<file path="config.mk">
export PLATFORM = sky130hd
export DESIGN_NAME = sync_length_sum_frame_deframer_top
export DESIGN_NICKNAME = d
export VERILOG_FILES = /design/src/rtl/sldf_pkg.sv /design/src/rtl/sldf_parser.sv /design/src/rtl/sldf_out_reg.sv /design/src/rtl/sync_length_sum_frame_deframer_top.sv
export SDC_FILE = /design/constraint.sdc
export NUM_CORES = 1
export LEC_CHECK = 0
export BUFFER_PORTS_ARGS = -buffer_cell sky130_fd_sc_hd__buf_2
export CAP_MARGIN = 10
export CORE_ASPECT_RATIO = 1.4
export CORE_MARGIN = 1.5
export CORE_UTILIZATION = 45
export CTS_CLUSTER_DIAMETER = 40
export DETAILED_ROUTE_END_ITERATION = 6
export PLACE_DENSITY = 0.71
export SYNTH_ARGS = -nofsm -noshare
export SYNTH_HDL_FRONTEND = slang
export SYNTH_HIERARCHICAL = 1
export SYNTH_SLANG_ARGS = --single-unit
</file>
<file path="constraint.sdc">
create_clock -name clk -period 3.89 [get_ports clk]
set_input_delay 0.389 -clock clk [delete_from_list [all_inputs] [get_ports clk]]
set_output_delay 0.389 -clock clk [all_outputs]
set_load 0.02 [all_outputs]
</file>
<file path="src/rtl/sldf_pkg.sv">
// shared types and constants for the frame deframer
`timescale 1ns / 1ps

package sldf_pkg;

  localparam logic [7:0] SYNC_FIRST  = 8'hF1;
  localparam logic [7:0] SYNC_SECOND = 8'hF2;
  localparam logic [7:0] END_MARK    = 8'hF9;
  localparam logic [7:0] LEN_LIMIT   = 8'hF0;
  localparam logic [7:0] LEN_MIN     = 8'h08;
  localparam logic [7:0] PAYLOAD_MAX = LEN_LIMIT - LEN_MIN - 8'd1;

  localparam logic       KIND_PAYLOAD = 1'b0;
  localparam logic       KIND_VERDICT = 1'b1;

  localparam logic [1:0] STATUS_OK       = 2'd0;
  localparam logic [1:0] STATUS_BAD_SUM  = 2'd1;
  localparam logic [1:0] STATUS_BAD_END  = 2'd2;

  typedef struct packed {
    logic       kind;
    logic [7:0] payload_byte;
    logic [7:0] source_id;
    logic [7:0] dest_id;
    logic [7:0] command;
    logic [7:0] payload_length;
    logic [1:0] status;
    logic       for_us;
  } sldf_result_t;

endpackage

</file>
<file path="src/rtl/sldf_parser.sv">
// frame parser: phase tracking, header capture, running checksum and verdict
`timescale 1ns / 1ps

module sldf_parser (
  input  logic                  clk,
  input  logic                  rst,
  input  logic                  accept,
  input  logic [7:0]            rx_byte,
  input  logic                  cfg_wr_en,
  input  logic [7:0]            cfg_wr_data,
  output logic                  result_valid,
  output sldf_pkg::sldf_result_t result
);
  import sldf_pkg::*;

  localparam logic [3:0] PH_HUNT1   = 4'd0;
  localparam logic [3:0] PH_HUNT2   = 4'd1;
  localparam logic [3:0] PH_LEN     = 4'd2;
  localparam logic [3:0] PH_SRC     = 4'd3;
  localparam logic [3:0] PH_DST     = 4'd4;
  localparam logic [3:0] PH_CMD     = 4'd5;
  localparam logic [3:0] PH_PAYLOAD = 4'd6;
  localparam logic [3:0] PH_CSUM    = 4'd7;
  localparam logic [3:0] PH_END     = 4'd8;

  logic [3:0] phase, phase_next;
  logic [7:0] frame_length, frame_length_next;
  logic [7:0] bytes_left, bytes_left_next;
  logic [7:0] running_sum, running_sum_next;
  logic [7:0] held_source, held_source_next;
  logic [7:0] held_dest, held_dest_next;
  logic [7:0] held_command, held_command_next;
  logic       sum_matched, sum_matched_next;
  logic [7:0] own_address;
  logic [7:0] sum_add;

  assign sum_add = running_sum + rx_byte;

  always_comb begin
    phase_next        = phase;
    frame_length_next = frame_length;
    bytes_left_next   = bytes_left;
    running_sum_next  = running_sum;
    held_source_next  = held_source;
    held_dest_next    = held_dest;
    held_command_next = held_command;
    sum_matched_next  = sum_matched;
    result_valid      = 1'b0;
    result.kind           = KIND_PAYLOAD;
    result.payload_byte   = rx_byte;
    result.source_id      = held_source;
    result.dest_id        = held_dest;
    result.command        = held_command;
    result.payload_length = frame_length - LEN_MIN;
    result.status         = STATUS_OK;
    result.for_us         = (held_dest == own_address);
    case (phase)
      PH_HUNT1: begin
        if (rx_byte == SYNC_FIRST) phase_next = PH_HUNT2;
      end
      PH_HUNT2: begin
        if (rx_byte == SYNC_SECOND) phase_next = PH_LEN;
        else if (rx_byte != SYNC_FIRST) phase_next = PH_HUNT1;
      end
      PH_LEN: begin
        if (rx_byte >= LEN_LIMIT || rx_byte < LEN_MIN) begin
          phase_next = (rx_byte == SYNC_FIRST) ? PH_HUNT2 : PH_HUNT1;
        end else begin
          frame_length_next = rx_byte;
          bytes_left_next   = rx_byte - LEN_MIN;
          running_sum_next  = rx_byte;
          phase_next        = PH_SRC;
        end
      end
      PH_SRC: begin
        held_source_next = rx_byte;
        running_sum_next = sum_add;
        phase_next       = PH_DST;
      end
      PH_DST: begin
        held_dest_next   = rx_byte;
        running_sum_next = sum_add;
        phase_next       = PH_CMD;
      end
      PH_CMD: begin
        held_command_next = rx_byte;
        running_sum_next  = sum_add;
        phase_next        = (bytes_left != 8'd0) ? PH_PAYLOAD : PH_CSUM;
      end
      PH_PAYLOAD: begin
        running_sum_next = sum_add;
        bytes_left_next  = bytes_left - 8'd1;
        if (bytes_left == 8'd1) phase_next = PH_CSUM;
        result_valid = 1'b1;
      end
      PH_CSUM: begin
        sum_matched_next = (rx_byte == running_sum);
        phase_next       = PH_END;
      end
      PH_END: begin
        phase_next          = PH_HUNT1;
        result_valid        = 1'b1;
        result.kind         = KIND_VERDICT;
        result.payload_byte = 8'd0;
        if (rx_byte != END_MARK) result.status = STATUS_BAD_END;
        else if (!sum_matched) result.status = STATUS_BAD_SUM;
        else result.status = STATUS_OK;
      end
      default: begin
        phase_next = PH_HUNT1;
      end
    endcase
    if (!accept) result_valid = 1'b0;
  end

  always_ff @(posedge clk) begin
    if (rst) begin
      phase        <= PH_HUNT1;
      frame_length <= 8'd0;
      bytes_left   <= 8'd0;
      running_sum  <= 8'd0;
      held_source  <= 8'd0;
      held_dest    <= 8'd0;
      held_command <= 8'd0;
      sum_matched  <= 1'b0;
      own_address  <= 8'd0;
    end else begin
      if (accept) begin
        phase        <= phase_next;
        frame_length <= frame_length_next;
        bytes_left   <= bytes_left_next;
        running_sum  <= running_sum_next;
        held_source  <= held_source_next;
        held_dest    <= held_dest_next;
        held_command <= held_command_next;
        sum_matched  <= sum_matched_next;
      end
      if (cfg_wr_en) own_address <= cfg_wr_data;
    end
  end

endmodule

</file>
<file path="src/rtl/sldf_out_reg.sv">
// result register with valid/stall handshake toward the consumer
`timescale 1ns / 1ps

module sldf_out_reg (
  input  logic                  clk,
  input  logic                  rst,
  input  logic                  load,
  input  sldf_pkg::sldf_result_t load_data,
  input  logic                  res_stall,
  output logic                  full,
  output logic                  res_valid,
  output sldf_pkg::sldf_result_t res_data
);
  import sldf_pkg::*;

  logic         valid;
  sldf_result_t data;

  assign full      = valid && res_stall;
  assign res_valid = valid;
  assign res_data  = data;

  always_ff @(posedge clk) begin
    if (rst) begin
      valid <= 1'b0;
    end else if (!full) begin
      valid <= load;
    end
  end

  always_ff @(posedge clk) begin
    if (!full && load) begin
      data <= load_data;
    end
  end

endmodule

</file>
<file path="src/rtl/sync_length_sum_frame_deframer_top.sv">
// a result is registered and appears in the cycle after the byte that causes it is accepted
// throughput: one byte per cycle; bytes are held off only while a result waits
// and the consumer stalls it
// reset: synchronous active-high rst returns to hunting for the first sync byte,
// clears the frame state and own_address, and empties the result register
`timescale 1ns / 1ps

module sync_length_sum_frame_deframer_top (
  input  logic       clk,
  input  logic       rst,
  input  logic       rx_valid,
  output logic       rx_stall,
  input  logic [7:0] rx_byte,
  input  logic       cfg_wr_en,
  input  logic [7:0] cfg_wr_data,
  output logic       res_valid,
  input  logic       res_stall,
  output logic       kind,
  output logic [7:0] payload_byte,
  output logic [7:0] source_id,
  output logic [7:0] dest_id,
  output logic [7:0] command,
  output logic [7:0] payload_length,
  output logic [1:0] status,
  output logic       for_us
);
  import sldf_pkg::*;

  logic         accept;
  logic         result_valid;
  sldf_result_t result;
  sldf_result_t res_data;
  logic         full;

  assign rx_stall = full;
  assign accept   = rx_valid && !full;

  sldf_parser u_parser (
    .clk          (clk),
    .rst          (rst),
    .accept       (accept),
    .rx_byte      (rx_byte),
    .cfg_wr_en    (cfg_wr_en),
    .cfg_wr_data  (cfg_wr_data),
    .result_valid (result_valid),
    .result       (result)
  );

  sldf_out_reg u_out_reg (
    .clk       (clk),
    .rst       (rst),
    .load      (result_valid),
    .load_data (result),
    .res_stall (res_stall),
    .full      (full),
    .res_valid (res_valid),
    .res_data  (res_data)
  );

  assign kind           = res_data.kind;
  assign payload_byte   = res_data.payload_byte;
  assign source_id      = res_data.source_id;
  assign dest_id        = res_data.dest_id;
  assign command        = res_data.command;
  assign payload_length = res_data.payload_length;
  assign status         = res_data.status;
  assign for_us         = res_data.for_us;

  a_stall_only_when_full: assert property (@(posedge clk) disable iff (rst)
    rx_stall |-> res_valid && res_stall)
    else $error("input stalled without a waiting result");

  a_payload_status_ok: assert property (@(posedge clk) disable iff (rst)
    res_valid && kind == KIND_PAYLOAD |-> status == STATUS_OK)
    else $error("payload result carries a verdict status");

  a_length_range: assert property (@(posedge clk) disable iff (rst)
    res_valid |-> payload_length <= PAYLOAD_MAX)
    else $error("payload length out of range");

  a_result_from_accept: assert property (@(posedge clk) disable iff (rst)
    res_valid && !$past(res_valid && res_stall) |-> $past(rx_valid && !rx_stall))
    else $error("result appeared without an accepted byte");

endmodule

</file>
# Word-level counts from Yosys, hierarchy flattened
# Cells that the tools add are included.
[classes]
addsub = 4
n_lt_le_gt_ge = 2
n_eq_ne = 19
n_mux = 17
bitwise_logic = 2
reduce_logical = 20
[ops]
columns = ["cell", "n"]
rows = [
  ["$pmux 4 s8", 1],
  ["$pmux 8 s2", 2],
  ["$mux 4", 5],
  ["$eq 4x3->1 const B", 4],
  ["$eq 8x8->1", 2],
  ["$eq 8x8->1 const B", 2],
  ["$mux 8", 2],
  ["$ne 8x8->1 const B", 2],
  ["$sub 8x4->8 const B", 2],
  ["$mux 9", 1],
  ["$reduce_and 3->1", 3],
  ["$add 8x8->8", 1],
  ["$eq 4x2->1 const B", 2],
  ["$eq 8x1->1 const B", 1],
  ["$ge 8x8->1 const B", 1],
  ["$lt 8x4->1 const B", 1],
  ["$reduce_and 2->1", 4],
  ["$reduce_bool 8->1", 1],
  ["$sub 8x1->8 const B", 1],
  ["$mux 1", 5],
  ["$eq 4x1->1 const B", 1],
  ["$eq 4x4->1 const B", 1],
  ["$logic_not 4->1", 1],
  ["$ne 2x1->1 const B", 2],
  ["11 further kinds", 16],
]
[word_totals]
reg_bits = 106
input_bits = 21
output_inout_bits = 46
elab_cells = 83

# Longest topological paths before layout
# Gate-level depths: netlist of run 1.
[depth]
word_depth = 5
ltp_mapped = 9
ltp_nobuf = 9

# Modules after synthesis
# The synthesis of run 1 kept the hierarchy.
[modules_own_cells]
columns = ["module", "n_inst", "cells_per_inst", "area_each_um2", "seq_area_each_um2"]
rows = [
  ["sldf_parser", 1, 409, 3342.0, 1221.2],
  ["sldf_out_reg", 1, 49, 1367.6, 1341.3],
  ["sync_length_sum_frame_deframer_top", 1, 1, 13.8, 0.0],
]

# Worst setup path before layout of run 1
# No wires, ideal clock.
[synth_timing]
path_kind = "flip-flop to flip-flop"
from = "register u_parser.phase[0]"
to = "register u_out_reg.data (netlist bit u_out_reg/res_data[0]) (enable)"
setup_ns = 0.411
arrival_time_ns = 2.698
t_required_ns = 3.479
slack_ns = 0.782
stages_incl_launch_ff = 7
n_path_buf = 3
synth_period_minus_slack_ns = 3.108
cell_sequence = "dfxtp_1 clkbuf_1 clkbuf_1 nor4b_1 clkbuf_1 o21a_1 nor2b_2"
[synth_between]
elab_chain_cells = 5
word_cells_on_any_way = 6
cone_classes = "2 x eq/ne; 2 x mux; 2 x reduce/logical"
[synth_rtl]
columns = ["item", "line", "rtl"]
rows = [
  ["start, declared", "sldf_parser.sv:26", "logic [3:0] phase, phase_next;"],
  ["start signal, assigned", "sldf_parser.sv:129", "phase <= phase_next;"],
  ["$eq 4x3->1 or $eq 4x4->1 (tied branches)", "sldf_parser.sv:57", "case (phase)"],
  ["$reduce_or 2->1 (no source line) (*)", "-", ""],
  ["$mux 1 (*)", "sldf_parser.sv:57", ""],
  ["$mux 1 (*)", "sldf_parser.sv:113", "if (!accept) result_valid = 1'b0;"],
  ["net result_valid", "sync_length_sum_frame_deframer_top.sv:30", "logic result_valid;"],
  ["$logic_and 1x1->1 (*)", "sldf_out_reg.sv:32", "if (!full && load) begin"],
  ["end signal, assigned", "sldf_out_reg.sv:33", "data <= load_data;"],
  ["end, declared", "sldf_out_reg.sv:17", "sldf_result_t data;"],
]
# The timed path passes the listed nets; every way through them passes the cells marked *.
# A chain may end at the register's enable or synchronous reset.

# Worst setup path after layout of run 1
[layout_timing]
from = "register u_out_reg.valid (netlist: u_out_reg/res_valid)"
to = "register u_parser.running_sum[4]"
[layout_between]
elab_chain_cells = 4
[layout_rtl]
columns = ["item", "line", "rtl"]
rows = [
  ["start, declared", "sldf_out_reg.sv:16", "logic valid;"],
  ["start signal, assigned", "sldf_out_reg.sv:27", "valid <= load;"],
  ["$logic_and 1x1->1", "sldf_out_reg.sv:19", "assign full = valid && res_stall;"],
  ["$logic_not 1->1", "-", ""],
  ["$logic_and 1x1->1", "sync_length_sum_frame_deframer_top.sv:36", "assign accept = rx_valid && !full;"],
  ["net accept", "sync_length_sum_frame_deframer_top.sv:29", "logic accept;"],
  ["$reduce_and 3->1 (no source line)", "-", ""],
  ["end signal, assigned", "sldf_parser.sv:132", "running_sum <= running_sum_next;"],
  ["end, declared", "sldf_parser.sv:29", "logic [7:0] running_sum, running_sum_next;"],
]
# The timed path passes the listed nets, and every way through them passes these cells.

==> reports/metrics.yaml, run 1 <==
synth:
  ys.flop_type: "dfxtp_1"
  syn_inst: 459
  yosysWarningCount: 6
  yosys.area.top_type: "edfxtp_1"
  synth_area_leaders: "edfxtp_1, dfxtp_1, mux2i_1, nor2_1, ha_1"
  yosysTopAreaCellShare: 0.2797
  ys_ff_latch: 106
  yosys-top-cells-count: "nor2_1, dfxtp_1, edfxtp_1"
  yosysMostFrequentCell: "nor2_1"
  synth_edf_count: 44
  netlist_area_um2: 4723
  ys_types: 58
  synth_nets: 493
  synthArstFlopShare: 0
  syn_avg_cell_area_um2: 10.29
  seq_area_frac_synth: 0.5425
die:
  num_rows: 44
  die_h_um: 124.2
  core-area_um2: 10290
  io_pins: 67
  die_x_um: 89.59
  initial_utilization: 0.4588
  die-area_um2: 11130
critical_path:
  timing.rr.start: "u_out_reg/res_valid"
  critPathMaxFanout: 18
  end_kind: "register"
  crit_family: "compound AO/OA/AOI/OAI gates"
  cp_num_buf_inv: 0
  cpMaxStageDelayCell: "o211ai_2"
  crit_required_ns: 4.11
  arrival_ns: 2.57
  cp_cell_sequence: "and2_4 -> nor2b_4 -> nor2b_1 -> nand2_1 -> o211ai_2 -> o21ai_0 -> a21oi_1 -> nor3_1"
  startpoint_type: "register"
  cp_slowest_stage_delay_ns: 0.68
  startpoint: "u_out_reg/res_valid"
  r2r_end: "u_parser/running_sum[4]"
  r2r_slack_ns: 1.54
  worstSetupPathType: "reg2reg"
  r2r_cells: 8
clocking:
  cts_resized: 0
  ctsHoldBuffers: 0
  clk_latency_ns: 0.35
  cts_tree: "done"
  root_buffer: "clkbuf_16"
  clk_pin_slew_ns: 0.07
  cts-buffers-inserted: 9
  postCtsSetupBuffers: 0
  cts_sinks: 106
  cts.path.max_buffers: 2
  htree_levels: 3
timing:
  fin_skew_ns: 0.004754
  setup_viol: 0
  fmax_ghz: 0.4260
  rsz0062_at_grt: "no"
  period_share: 0.6035
  maxSlewHeadroom: 0.3778
  min_period_ns: 2.348
  hold_viol: 0
  drv_slew: 0
  timing.setup.tns_ns: 0
  worst_pin_slew_ns: 0.9299
hold_path:
  hold_class: "in2reg"
  min_to: "u_parser/own_address[4]"
  hold_path_depth: 3
  min-delay-start: "cfg_wr_data[4]"
finish:
  final_area_um2: 5446
  antenna_cells: 0
  drive_gt1_frac: 0.1896
  layout.nets: 546
  fillers: 955
  area_growth_pct: 15.31
grt:
  grt_max_degree: 46
  overflow: 0
  grt_pass1_vias: 3364
  grt_pass1_wl_um: 16150
  antenna_found_initial: 0
  track_usage: 0.1883
place:
  io_buffers: 66
  gp_congestion: 0.8552
  post_dp_cell_area_um2: 5145
  hpwl_um: 6657
drt:
  ant_nets: 0
  wire_per_inst_um: 14.84
  via_per_inst: 5.296
  vias: 3469
  drt_iter0_drc: 213
  wl_um: 9719
  drt_pass1_iterations: 4
  drcViolationCount: 0
run:
  drv_cap: 0
power_and_ir_drop:
  leakagePower_nw: 2.122
  p_per_area_nw_per_um2: 396.4
  ir_drop_v: 0.0002019
run_status:
  status: "complete, no violations"
==> kinds of logic (layout without fill, tap and decap cells) <==
group,after synthesis,count (layout),share of synthesized area
XOR/XNOR,18,18,0.03338
buffers and inverters,46,104,0.04185
flip-flops,106,106,0.5425
multiplexers,37,37,0.07868
AO/OA/AOI/OAI,72,72,0.09749
adder cells (fa/ha/maj),13,13,0.03603
AND/OR/NAND/NOR,167,167,0.1701
==> flip-flops by register name, indices dropped and copies added, names as in the netlist <==
signal / cells
u_out_reg/res_data: 44
u_out_reg/res_valid: 1
u_parser/bytes_left: 8
u_parser/frame_length: 8
u_parser/held_command: 8
u_parser/held_dest: 8
u_parser/held_source: 8
u_parser/own_address: 8
u_parser/phase: 4
u_parser/running_sum: 8
u_parser/sum_matched: 1
==> placed cells by master, fill, tap and decap left out, drive strengths merged, types with 2 or more instances in the layout <==
cell     synthesis  layout
nor4             3       3
buf             14      72
clkinv           0       2
a21oi           25      25
ha              12      12
nand4            7       7
and2             2       2
a211oi           7       7
nand2           33      33
a21o             3       3
nor3b            4       4
nand2b           3       3
o2111ai          3       3
or4              3       3
nand3            9       9
xor2             4       4
o21ai           15      15
and3             2       2
inv             16      19
nor2            73      73
dfxtp           62      62
nor3            10      10
o211ai           2       2
nor2b           11      11
a22oi            3       3
edfxtp          44      44
mux2i           36      36
xnor2           14      14
o22ai            2       2
clkbuf          16      10
==> where the power goes <==
part	internal [W]	total, W	switching (W)
registers	0.00115	0.00116	0.00000354
logic	0.0000332	0.0000908	0.0000575
clock network	0.000508	0.000911	0.000403
total	0.00170	0.00216	0.000464
==> worst reg2reg max path, delay by kind of cell, from the launching register on <==
| kind | cells | cell delay (ns) |
|---|---|---|
| DFF | 1 | 0.33 |
| and+or+nand+nor | 5 | 0.86 |
| AOI/OAI and AO/OA | 3 | 1.04 |
==> final cells by class <==
cell class	instances	area [um2]	area share
clock buffer	10	229.0	0.04204
clock inverter	6	72.57	0.01332
inverter	16	60.06	0.01103
multi-input combinational	307	1974	0.3625
sequential	106	2562	0.4705
tap	138	172.7	0.03170
timing repair buffer	72	375.4	0.06892
==> stage by stage <==
| stage | total power (W) | setup slack, ns | util | hold WS [ns] | cells |
|---|---|---|---|---|---|
| 3_5_place_dp | 0.001274 | 1.378 | 0.4998 | 0.4171 | 639 |
| 2_1_floorplan | 0.001242 | 0.7816 | - | 0.4076 | 459 |
| 6_report | 0.002159 | 1.542 | 0.5290 | 0.2824 | 655 |
| 5_1_grt | 0.002235 | 1.210 | 0.5290 | 0.2929 | 655 |
| 3_3_place_gp | 0.001271 | 1.410 | 0.4998 | 0.4179 | 639 |
| 4_1_cts | 0.002179 | 1.556 | 0.5290 | 0.2757 | 655 |
==> worst max-delay path by stage <==
| stage | end | slack (ns) | depth (start not counted) |
|---|---|---|---|
| finish | u_parser/running_sum[4] | 1.54 | 8 |
| floorplan | u_out_reg/res_data[0] | 0.78 | 6 |
| detailed placement | u_parser/running_sum[4] | 1.38 | 9 |
| global placement | u_parser/running_sum[4] | 1.41 | 9 |
| CTS | u_parser/running_sum[4] | 1.56 | 8 |
| global route | u_parser/running_sum[4] | 1.21 | 8 |
==> per-layer routing <==
layer | up-vias | track usage | routed length (um)
met2 | 116 | 0.2963 | 4807
li1 | 1721 | - | -
met4 | 0 | 0.09231 | 250
met3 | 20 | 0.02859 | 546
met1 | 1612 | 0.2475 | 4115
met5 | - | 0 | 0
No activity file was read; power rests on OpenSTA's default activity.
==> run 2: changes to the inputs <==
- PLACE_DENSITY: 0.71 -> 0.74
- clock period: 3.89 -> 2.1 ns (I/O delays scaled with it)
==> reports/metrics.yaml, run 2 (synthesis gave the netlist of run 1 again) <==
grt:
  antenna_found_initial: 0  # unchanged
  grt_max_degree: 34  # was 46
  grt_pass1_wl_um: 16540  # was 16,150 um
  grt_pass1_vias: 3347  # was 3,364
  overflow: 0  # unchanged
  track_usage: 0.1945  # was 0.1883
drt:
  drt_iter0_drc: 198  # was 213
  vias: 3520  # was 3,469
  wl_met2_um: 5230  # was 4807 um
  via_per_inst: 5.124  # was 5.296
  drcViolationCount: 0  # unchanged
  wire_per_inst_um: 15.03  # was 14.84 um
  drt_pass1_iterations: 5  # was 4
  dr_wl_met3_um: 363  # was 546 um
  wl_um: 10320  # was 9719 um
  wl_met1_um: 4386  # was 4115 um
  top_layer: "met4"  # unchanged
  ant_nets: 0  # unchanged
power_and_ir_drop:
  ir_drop_v: 0.0003825  # was 0.0002019 V
  leakagePower_nw: 2.283  # was 2.122 nW
  intPower_w: 0.003127  # was 0.001696 W
  seqPwrFrac: 0.531  # was 0.536
  p_per_area_nw_per_um2: 705.0  # was 396.4 nW/um2
  power_frac_comb: 0.048  # was 0.042
  clkPwrFrac: 0.422  # about the same
  power_w: 0.004036  # was 0.002159 W
  swShare: 0.2253  # was 0.2147
  p_sw_w: 0.0009093  # was 0.0004637 W
hold_path:
  hold_class: "in2reg"  # unchanged
  min-delay-start: "cfg_wr_data[2]"  # was cfg_wr_data[4]
clocking:
  clk_pin_slew_ns: 0.07  # about the same
  clk_latency_ns: 0.35  # about the same
  htree_levels: 3  # unchanged
  cts-buffers-inserted: 9  # unchanged
  root_buffer: "clkbuf_16"  # unchanged
  ctsHoldBuffers: 0  # unchanged
  cts.path.max_buffers: 2  # unchanged
  cts_sinks: 106  # unchanged
  cts_resized: 0  # unchanged
  cts_tree: "done"  # unchanged
  postCtsSetupBuffers: 0  # unchanged
timing:
  drv_slew: 0  # unchanged
  setup_viol: 0  # unchanged
  maxSlewHeadroom: 0.6827  # was 0.3778
  fmax_ghz: 0.5070  # was 0.4260 GHz
  hold_ws_ns: 0.1082  # was 0.2824 ns
  hold_viol: 0  # unchanged
  worst_pin_slew_ns: 0.4759  # was 0.9299 ns
  rsz0062_at_grt: "no"  # unchanged
  min_period_ns: 1.972  # was 2.348 ns
  fin_skew_ns: 0.006084  # was 0.004754 ns
  period_share: 0.9393  # was 0.6035
  timing.setup.tns_ns: 0  # unchanged
critical_path:
  cp_slowest_stage_delay_ns: 0.40  # was 0.68 ns
  cp_num_buf_inv: 1  # was 0
  startpoint_type: "register"  # unchanged
  cpMaxStageDelayCell: "fa_1"  # was o211ai_2
  end_kind: "register"  # unchanged
  startpoint: "u_parser/running_sum[0]"  # was u_out_reg/res_valid
  crit_required_ns: 2.35  # was 4.11 ns
  cp_cell_sequence: "ha_1 -> inv_1 -> fa_1 -> nor2b_1 -> nor3_1 -> o21bai_1 -> a21oi_1 -> xnor2_1 -> a41o_1"  # was and2_4 -> nor2b_4 -> nor2b_1 -> nand2_1 -> o211ai_2 -> o21ai_0 -> a21oi_1 -> nor3_1
  critPathMaxFanout: 2  # was 18
  arrival_ns: 2.22  # was 2.57 ns
  timing.rr.start: "u_parser/running_sum[0]"  # was u_out_reg/res_valid
  crit_family: "adder cells"  # was compound AO/OA/AOI/OAI gates
  worstSetupPathType: "reg2reg"  # unchanged
place:
  gp_congestion: 0.8707  # was 0.8552
  post_dp_cell_area_um2: 5384  # was 5145 um2
  hpwl_um: 7596  # was 6657 um
  io_buffers: 66  # unchanged
die:
  core-area_um2: 10290  # unchanged
  die_x_um: 89.59  # unchanged
  die-area_um2: 11130  # unchanged
  num_rows: 44  # unchanged
  io_pins: 67  # unchanged
  initial_utilization: 0.4588  # unchanged
  die_h_um: 124.2  # unchanged
finish:
  layout.nets: 578  # was 546
  final_area_um2: 5724  # was 5446 um2
  mostFrequentLayoutCells: "nor2_1, buf_2, dfxtp_1"  # unchanged
  drive_gt1_frac: 0.2386  # was 0.1896
  layout.cells.most_common: "nor2_1"  # unchanged
  antenna_cells: 0  # unchanged
  largest_register_ffs: 44  # unchanged
  fillers: 894  # was 955
  area_growth_pct: 21.19  # was 15.31%
run:
  drv_cap: 0  # unchanged
run_status:
  status: "complete, no violations"  # unchanged
run 2: through the flow:
stage | cells | utilization | worst slack (ns)
final | 687 | 0.5560 | 0.1276
after global routing | 687 | 0.5560 | 0.005479
after CTS | 684 | 0.5538 | 0.1322
after detailed placement | 668 | 0.5230 | 0.02978
after global placement | 668 | 0.5230 | 0.06380
after floorplan | 459 | - | -0.1633
run 2: power by group through the flow:
stage / sequential [W] / combinational (W) / clock [W]
CTS: 0.00214 / 0.000193 / 0.00173
detailed placement: 0.00219 / 0.000193 / 0
global route: 0.00214 / 0.000208 / 0.00181
floorplan: 0.00219 / 0.000112 / 0
global placement: 0.00219 / 0.000190 / 0
finish: 0.00214 / 0.000192 / 0.00170
run 2: metal layers:
layer  GRT usage  vias up
li1            -     1784
met1      0.2375     1634
met2      0.3244       82
met3     0.03989       20
met4     0.08145        0
met5           0        -
run 2: final timing paths:
| kind | end | slack [ns] | depth (start not counted) |
|---|---|---|---|
| worst max-delay path | u_parser/running_sum[6] | 0.13 | 9 |
| worst min-delay path | u_parser/own_address[2] | 0.11 | 3 |
| worst max register to register | u_parser/running_sum[6] | 0.13 | 9 |
| worst min register to register | u_out_reg/res_data[28] | 0.44 | 0 |
run 2: worst reg2reg max path, stage by stage (launching register included):
cell,delay [ns]
dfxtp_1,0.36
ha_1,0.18
inv_1,0.06
fa_1,0.40
nor2b_1,0.16
nor3_1,0.08
o21bai_1,0.16
a21oi_1,0.10
xnor2_1,0.14
a41o_1,0.24
run 2: area by class of cell:
cell class,instances,area (um2),area share
Sequential cell,106,2562,0.4477
Multi-Input combinational cell,307,1983,0.3464
Timing Repair Buffer,104,628.1,0.1097
Clock buffer,10,250.2,0.04372
Tap cell,138,172.7,0.03016
Clock inverter,6,67.56,0.01180
Inverter,16,60.06,0.01049
==> run 3: changes to the inputs <==
- REMOVE_ABC_BUFFERS: not set -> 1
==> reports/metrics.yaml, run 3 (synthesis gave the netlist of run 1 again) <==
drt:
  vias: 3680  # was 3,520
  wl_um: 11000  # was 10,320 um
  wire_per_inst_um: 15.84  # was 15.03 um
  ant_nets: 0  # unchanged
  drt_iter0_drc: 246  # was 198
  drcViolationCount: 0  # unchanged
  drt_pass1_iterations: 4  # was 5
  via_per_inst: 5.303  # was 5.124
place:
  place_inst: 674  # was 668
  hpwl_um: 7997  # was 7596 um
  io_buffers: 66  # unchanged
  gp_congestion: 0.9453  # was 0.8707
timing:
  drv_slew: 0  # unchanged
  rsz0062_at_grt: "yes"  # was no
  period_share: 0.9838  # was 0.9393
  maxSlewHeadroom: 0.5752  # was 0.6827
  worst_pin_slew_ns: 0.6353  # was 0.4759 ns
  fmax_ghz: 0.4841  # was 0.5070 GHz
  setup_viol: 0  # unchanged
  hold_viol: 0  # unchanged
  fin_skew_ns: 0.005230  # was 0.006084 ns
  hold_ws_ns: 0.09655  # was 0.1082 ns
  min_period_ns: 2.066  # was 1.972 ns
finish:
  drive_gt1_frac: 0.2482  # was 0.2386
  largest_register_ffs: 44  # unchanged
  antenna_cells: 0  # unchanged
  layout.nets: 585  # was 578
  mostFrequentLayoutCells: "nor2_1, buf_2, dfxtp_1"  # unchanged
  layout.cells.most_common: "nor2_1"  # unchanged
  area_growth_pct: 23.02  # was 21.19%
  stdcell_count: 694  # was 687
die:
  num_rows: 44  # unchanged
  die_x_um: 89.59  # unchanged
  die-area_um2: 11130  # unchanged
  die_h_um: 124.2  # unchanged
  io_pins: 67  # unchanged
  core-area_um2: 10290  # unchanged
  initial_utilization: 0.4588  # unchanged
hold_path:
  min-delay-start: "cfg_wr_data[2]"  # unchanged
  min_to: "u_parser/own_address[2]"  # unchanged
  hold_class: "in2reg"  # unchanged
  hold_path_depth: 3  # unchanged
critical_path:
  startpoint_type: "register"  # unchanged
  r2r_slack_ns: 0.03  # was 0.13 ns
  end_kind: "register"  # unchanged
  worstSetupPathType: "reg2reg"  # unchanged
  r2r_cells: 9  # unchanged
  r2r_end: "u_parser/running_sum[6]"  # unchanged
  crit_required_ns: 2.34  # was 2.35 ns
  critPathMaxFanout: 2  # unchanged
  arrival_ns: 2.31  # was 2.22 ns
  timing.rr.start: "u_parser/running_sum[0]"  # unchanged
grt:
  grt_pass1_vias: 3643  # was 3,347
  grt_pass1_wl_um: 17600  # was 16,540 um
  track_usage: 0.2070  # was 0.1945
  grt_max_degree: 43  # was 34
  overflow: 0  # unchanged
  antenna_found_initial: 0  # unchanged
clocking:
  clk_latency_ns: 0.35  # about the same
  htree_levels: 3  # unchanged
  root_buffer: "clkbuf_16"  # unchanged
  cts.path.max_buffers: 2  # unchanged
  clk_pin_slew_ns: 0.07  # about the same
  cts-buffers-inserted: 9  # unchanged
  cts_tree: "done"  # unchanged
  ctsHoldBuffers: 0  # unchanged
  cts_sinks: 106  # unchanged
power_and_ir_drop:
  leakagePower_nw: 2.326  # was 2.283 nW
  p_per_area_nw_per_um2: 730.0  # was 705.0 nW/um2
  ir_drop_v: 0.0004189  # was 0.0003825 V
run:
  drv_cap: 0  # unchanged
run_status:
  status: "complete, no violations"  # unchanged
[run 3: cell count changes in the layout (fill, tap and decap cells not counted), sizes merged]
cell           change
buf                +6
bufinv             +3
clkinv             -3
clkbuf             +1
clkdlybuf4s15      +1
inv                -1
[run 3: power breakdown]
group          total [W]  internal [W]  switching [W]
clock            0.00190       0.00117       0.000730
combinational   0.000201     0.0000833       0.000118
sequential       0.00214       0.00214     0.00000637
[run 3: repair_timing]
action | 4_1_cts | 5_1_grt
setup endpoints to repair | 0 | 36
endpoints found under the hold margin | 0 | 0
gates resized for setup | 0 | 3
setup buffers | 0 | 3
[run 3: final cells by class]
| type | count | area, um2 |
|---|---|---|
| fill | 928 | 4484 |
| multi-input combinational | 307 | 1982 |
| clock buffer | 11 | 232.7 |
| tap | 138 | 172.7 |
| sequential | 106 | 2564 |
| timing repair buffer | 111 | 696.9 |
| inverter | 16 | 60.06 |
| clock inverter | 5 | 102.6 |
[run 3: per-layer routing]
layer	wire length, um	vias to the layer above	part of all wire	track usage
met2	5701	93	0.52	0.3534
met5	0	-	0	0
met1	4504	1763	0.41	0.2440
met4	397	0	0.036	0.1050
li1	-	1796	-	-
met3	392	28	0.036	0.03059
[run 3: worst max-delay path by stage]
stage                             from                 endpoint  slack (ns)  cells past startpoint
6_report       u_parser/running_sum[0]  u_parser/running_sum[6]        0.03                      9
5_1_grt            u_out_reg/res_valid  u_parser/running_sum[6]       -0.06                      9
4_1_cts        u_parser/running_sum[0]  u_parser/running_sum[6]        0.04                      9
3_5_place_dp                rx_byte[0]  u_parser/running_sum[6]        0.01                     10
3_3_place_gp                rx_byte[0]  u_parser/running_sum[6]        0.06                     10
2_1_floorplan        u_parser/phase[0]    u_out_reg/res_data[0]       -1.20                      3
[run 3: per-stage QoR]
step | power (W) | cell area [um2] | utilization | setup slack, ns | TNS, ns
after floorplan | 0.002268 | 4586 | - | -1.201 | -56.00
after global placement | 0.002385 | 5433 | 0.5277 | 0.05915 | 0
after detailed placement | 0.002389 | 5433 | 0.5277 | 0.01455 | 0
after CTS | 0.004261 | 5768 | 0.5603 | 0.03538 | 0
after global routing | 0.004352 | 5811 | 0.5644 | -0.05768 | -0.1471
final | 0.004242 | 5811 | 0.5644 | 0.03410 | 0
[run 3: critical path: stages, from the launching register on]
cell and delay (ns):
dfxtp_1 0.34, ha_1 0.18, inv_1 0.06, fa_1 0.40, nor2b_1 0.17, nor3_1 0.08, o21bai_1 0.22, a21oi_1 0.12
xnor2_1 0.14, a41o_1 0.24
